--- config.mk ---
export PLATFORM = sky130hd
export DESIGN_NAME = pso_pu_inertia
export DESIGN_NICKNAME = d
export VERILOG_FILES = /design/src/rtl/core/pso_pu_pkg.sv /design/src/rtl/core/pso_pu_inertia.sv
export SDC_FILE = /design/constraint.sdc
export NUM_CORES = 1
export LEC_CHECK = 0
export ABC_AREA = 1
export BUFFER_PORTS_ARGS = -buffer_cell sky130_fd_sc_hd__buf_2
export CORE_MARGIN = 10
export CORE_UTILIZATION = 60
export DETAILED_ROUTE_END_ITERATION = 8
export PLACE_DENSITY = 0.82
export SLEW_MARGIN = 15
export SYNTH_ARGS = -nofsm -noshare
export SYNTH_HDL_FRONTEND = slang
export SYNTH_SLANG_ARGS = --single-unit
--- constraint.sdc ---
create_clock -name clk -period 8.2 [get_ports clk]
set_clock_uncertainty 0.05 [all_clocks]
set_input_delay 1.23 -clock clk [delete_from_list [all_inputs] [get_ports clk]]
set_output_delay 1.23 -clock clk [all_outputs]
set_load 0.1 [all_outputs]
--- src/rtl/core/pso_pu_pkg.sv ---
// Shared constants and types for the particle swarm update core.
// No dependencies; imported by the inertia unit and the top level.
package pso_pu_pkg;

  localparam int unsigned DataWidth   = 32;
  localparam int unsigned RandWidth   = 16;
  localparam int unsigned WeightWidth = 31;   // unsigned Q0.31 inertia weight
  localparam int unsigned CfgIdxWidth = 1;
  localparam int unsigned DivSteps    = 30;   // quotient bits of e*2^30/m

  // Q0.31 and Q16 constants
  localparam logic [WeightWidth-1:0] WNineTenths = 31'd1932735283;
  localparam logic [WeightWidth-1:0] HalfQ31     = 31'd1073741824;
  localparam logic [17:0]            GainQ16     = 18'd134349;   // 2.05
  localparam logic signed [15:0]     VlimQ16     = 16'sd13107;   // 0.2

  // configuration register indexes
  localparam logic [CfgIdxWidth-1:0] CfgEvalsDone  = 1'b0;
  localparam logic [CfgIdxWidth-1:0] CfgEvalBudget = 1'b1;

  typedef struct packed {
    logic                   busy;
    logic [WeightWidth-1:0] weight;
  } inertia_t;

endpackage

--- src/rtl/core/pso_pu_inertia.sv ---
// Inertia weight unit: holds the evaluation registers and recomputes
// w = 0.9 - 0.5*e/m with a radix-2 restoring divider. Uses pso_pu_pkg.
module pso_pu_inertia (
  input  logic                                clk,
  input  logic                                rst,
  input  logic                                cfg_write,
  input  logic [pso_pu_pkg::CfgIdxWidth-1:0]  cfg_index,
  input  logic [pso_pu_pkg::DataWidth-1:0]    cfg_data,
  output pso_pu_pkg::inertia_t                status
);
  import pso_pu_pkg::*;

  localparam int unsigned CntWidth = $clog2(DivSteps);

  typedef enum logic [1:0] {ST_IDLE, ST_LOAD, ST_DIV} state_t;

  state_t                 state;
  logic [DataWidth-1:0]   evals;
  logic [DataWidth-1:0]   budget;
  logic [WeightWidth-1:0] weight;
  logic [DataWidth-1:0]   rem;
  logic [DataWidth-1:0]   rem_next;
  logic [DivSteps-1:0]    quo;
  logic [DivSteps-1:0]    quo_next;
  logic [CntWidth-1:0]    cnt;
  logic [DataWidth:0]     shifted;

  // one quotient bit per cycle while in ST_DIV; rem stays below budget
  always_comb begin
    shifted = {rem, 1'b0};
    if (shifted >= {1'b0, budget}) begin
      rem_next = DataWidth'(shifted - {1'b0, budget});
      quo_next = {quo[DivSteps-2:0], 1'b1};
    end else begin
      rem_next = shifted[DataWidth-1:0];
      quo_next = {quo[DivSteps-2:0], 1'b0};
    end
  end

  always_ff @(posedge clk) begin
    if (rst) begin
      state  <= ST_IDLE;
      evals  <= '0;
      budget <= DataWidth'(1);
      weight <= WNineTenths;
    end else if (cfg_write) begin
      case (cfg_index)
        CfgEvalsDone:  evals  <= cfg_data;
        CfgEvalBudget: budget <= cfg_data;
        default: ;
      endcase
      state <= ST_LOAD;
    end else begin
      case (state)
        ST_LOAD: begin
          if (budget == '0 || evals >= budget) begin
            // saturated schedule: w = 0.4
            weight <= WNineTenths - HalfQ31;
            state  <= ST_IDLE;
          end else begin
            rem   <= evals;
            quo   <= '0;
            cnt   <= CntWidth'(DivSteps - 1);
            state <= ST_DIV;
          end
        end
        ST_DIV: begin
          rem <= rem_next;
          quo <= quo_next;
          cnt <= cnt - 1'b1;
          if (cnt == '0) begin
            weight <= WNineTenths - WeightWidth'(quo_next);
            state  <= ST_IDLE;
          end
        end
        default: state <= ST_IDLE;
      endcase
    end
  end

  assign status.busy   = (state != ST_IDLE);
  assign status.weight = weight;

endmodule

==> metrics.txt <==
count of cell types in the netlist 43; Routed met3 length 1859 um; Die Wd 151.8 um; Critical Path AT 3.49 ns; Finished Cell Area 0.01148 mm2; wire length per cell 15.60 um; num ports 68; final RePlAce weighted congestion 0.9541; Fin Setup TNS 0 ns; most common cell after layout, fill and taps aside nand2_1; fin cells 1773; Crit Path Class input port to flip-flop; Seq/Total Area, Yosys 37.63%; hold path depth 2; dpl cell area 0.01088 mm2; antenna-violating nets left 0; vias per cell 5.605; Cell Rows 48; GRT Overall Usage 23.10%; clock buffer depth 2; initial antenna violation count 0; Die Ht 151.8 um; met2 wire length 13300 um; Gate Count Post-Synth 1492; VDD IR-drop max 0.2001 mV; status finished, final reports clean; die footprint 0.02305 mm2; H-Tree Depth 4; dpl cells 1741; # Post-CTS Setup Buffers 0; WHS Endpoint weight[28]; vias 9938; CP startpoint kind input port; DR pass1 iterations 6; Syn Area/Cell 6.989 um2; RSZ-0062 raised after global routing false; reg2reg path depth 10; GRT overflow 0; synth warn 0; DRC viols 0; static leakage 5.347 nW; layout cells sized above 1 8.850%; commonest cells after routing, fill and taps aside nand2_1 (374), nor2_1 (192), inv_1 (167); Yosys reg bits 163; HP Start weight[28]; mapped cell area 0.01043 mm2; post-DP HPWL 20130 um; Post-synth EDFFs 66; fin crit period 3.464 ns; cts repair resizes 0; hold buffer count at CTS 0; pwr/cell area 187.3 mW/mm2; root buffer cell clkbuf_16; Final Hold Violating Endpoints 0; CTS tree built; ys async rst share 0%; R2R setup slack 4.95 ns; Clock transition at path regs 0.07 ns; P&R area growth vs syn 10.08%; antenna fix cells 0; max frequency 288.6 MHz; Worst Max-Slew Pin Slew 1.029 ns; fin nets 1641; TritonCTS Buffers 17; max-slew violation count 0; first-pass GRT wire length 45250 um; CP required 8.23 ns; clock sink count 163; Reg2Reg Launch Point budget[17]; Iteration-0 DRC Markers 968; main flop type after synthesis dfxtp_1; Mapped Nets 1598; Worst-Skew Late Latency 0.44 ns; Max Used Layer met4; total wire length 27660 um; fin crit share 42.25%; CORE AREA 0.01718 mm2; pin count of the biggest net entering global routing 83; initial core utilization 60.71%; relative slew slack 31.31%; HP Class flip-flop to flip-flop; CP endpoint kind flip-flop; Finished Core Util 66.83%; Final Setup Violations 0; Critical R2R Capture rem[12]; Max-Cap Viols 0; Port Buffers 67; vias in the first global route 9401; M1 WL 11910 um; CP max FO 82
[cells by family (layout without fill, tap and decap cells)]
logic type	after synthesis	after routing	synth area share, %
xor+xnor	24	24	2.016
simple gates	733	733	29.22
fa+ha+maj	70	70	8.471
flops	163	163	37.63
compound gates	278	278	14.13
buf+inv	224	280	8.531
[synthesized netlist by cell type, types with 4 or more instances]
cell	instances	area share [%]
or2_1	8	0.48
xor2_1	9	0.76
xnor2_1	15	1.3
nand4_1	26	1.6
buf_4	6	0.43
nand3_1	106	5.1
or2_2	4	0.24
nand2_1	375	13
edfxtp_1	66	19
a21oi_1	127	6.1
o21ai_1	9	0.43
nand3_2	4	0.38
nor2_1	194	7.0
o21bai_1	5	0.36
a21o_1	4	0.29
dfxtp_1	97	19
o21a_1	6	0.43
o211ai_1	9	0.65
clkbuf_1	32	1.2
inv_2	6	0.22
buf_1	6	0.22
nand2_2	4	0.24
inv_1	167	6.0
ha_1	69	8.3
o21ai_0	111	5.3
[registers in the layout (all words and copies together), names as in the netlist]
name and cells:
budget 32, evals 32, weight 31, rem 32, state 2, quo 29
cnt 5
[how the worst max path moves through the flow]
stage	from	to	depth (start not counted)
6_report	rst	rem[12]	6
5_1_grt	rst	rem[12]	6
4_1_cts	rst	rem[12]	6
3_5_place_dp	rst	rem[4]	6
3_3_place_gp	rst	rem[6]	6
2_1_floorplan	cfg_write	cnt[0]	4
[critical path, cell delays in order]
cell and delay, ns:
buf_2 0.20, inv_2 0.07, buf_4 0.53, nand2_1 0.20, a21oi_4 0.57, buf_4 0.65
[where the power goes]
part	leakage [nW]	internal (mW)	switching [mW]
combinational	3.65	0.129	0.294
clock	0.293	0.454	0.366
sequential	1.40	0.881	0.0251
[layer usage]
layer,vias to the layer above,global-route usage [%]
met5,-,0
met4,0,7.244
met3,45,4.939
met2,370,38.66
met1,4547,29.07
li1,4976,-
[final cells by class]
cell class	count	area, um2
clock inverters	13	132.6
clock buffers	19	464.2
multi-input cells	1105	5635
fillers	1522	5698
inverters	174	653.1
well taps	225	281.5
repair buffers	74	387.9
flip-flops and latches	163	3924
[per-stage QoR]
| step | setup slack [ns] | power (mW) | hold WS (ns) |
|---|---|---|---|
| after floorplan | 2.578 | 1.243 | 0.4051 |
| after global placement | 4.282 | 1.330 | 0.3987 |
| after detailed placement | 4.197 | 1.341 | 0.4006 |
| after CTS | 4.680 | 2.156 | 0.4138 |
| after global routing | 4.493 | 2.245 | 0.4325 |
| final | 4.736 | 2.150 | 0.4103 |
Note: power is estimated with default switching activity, not from simulation.
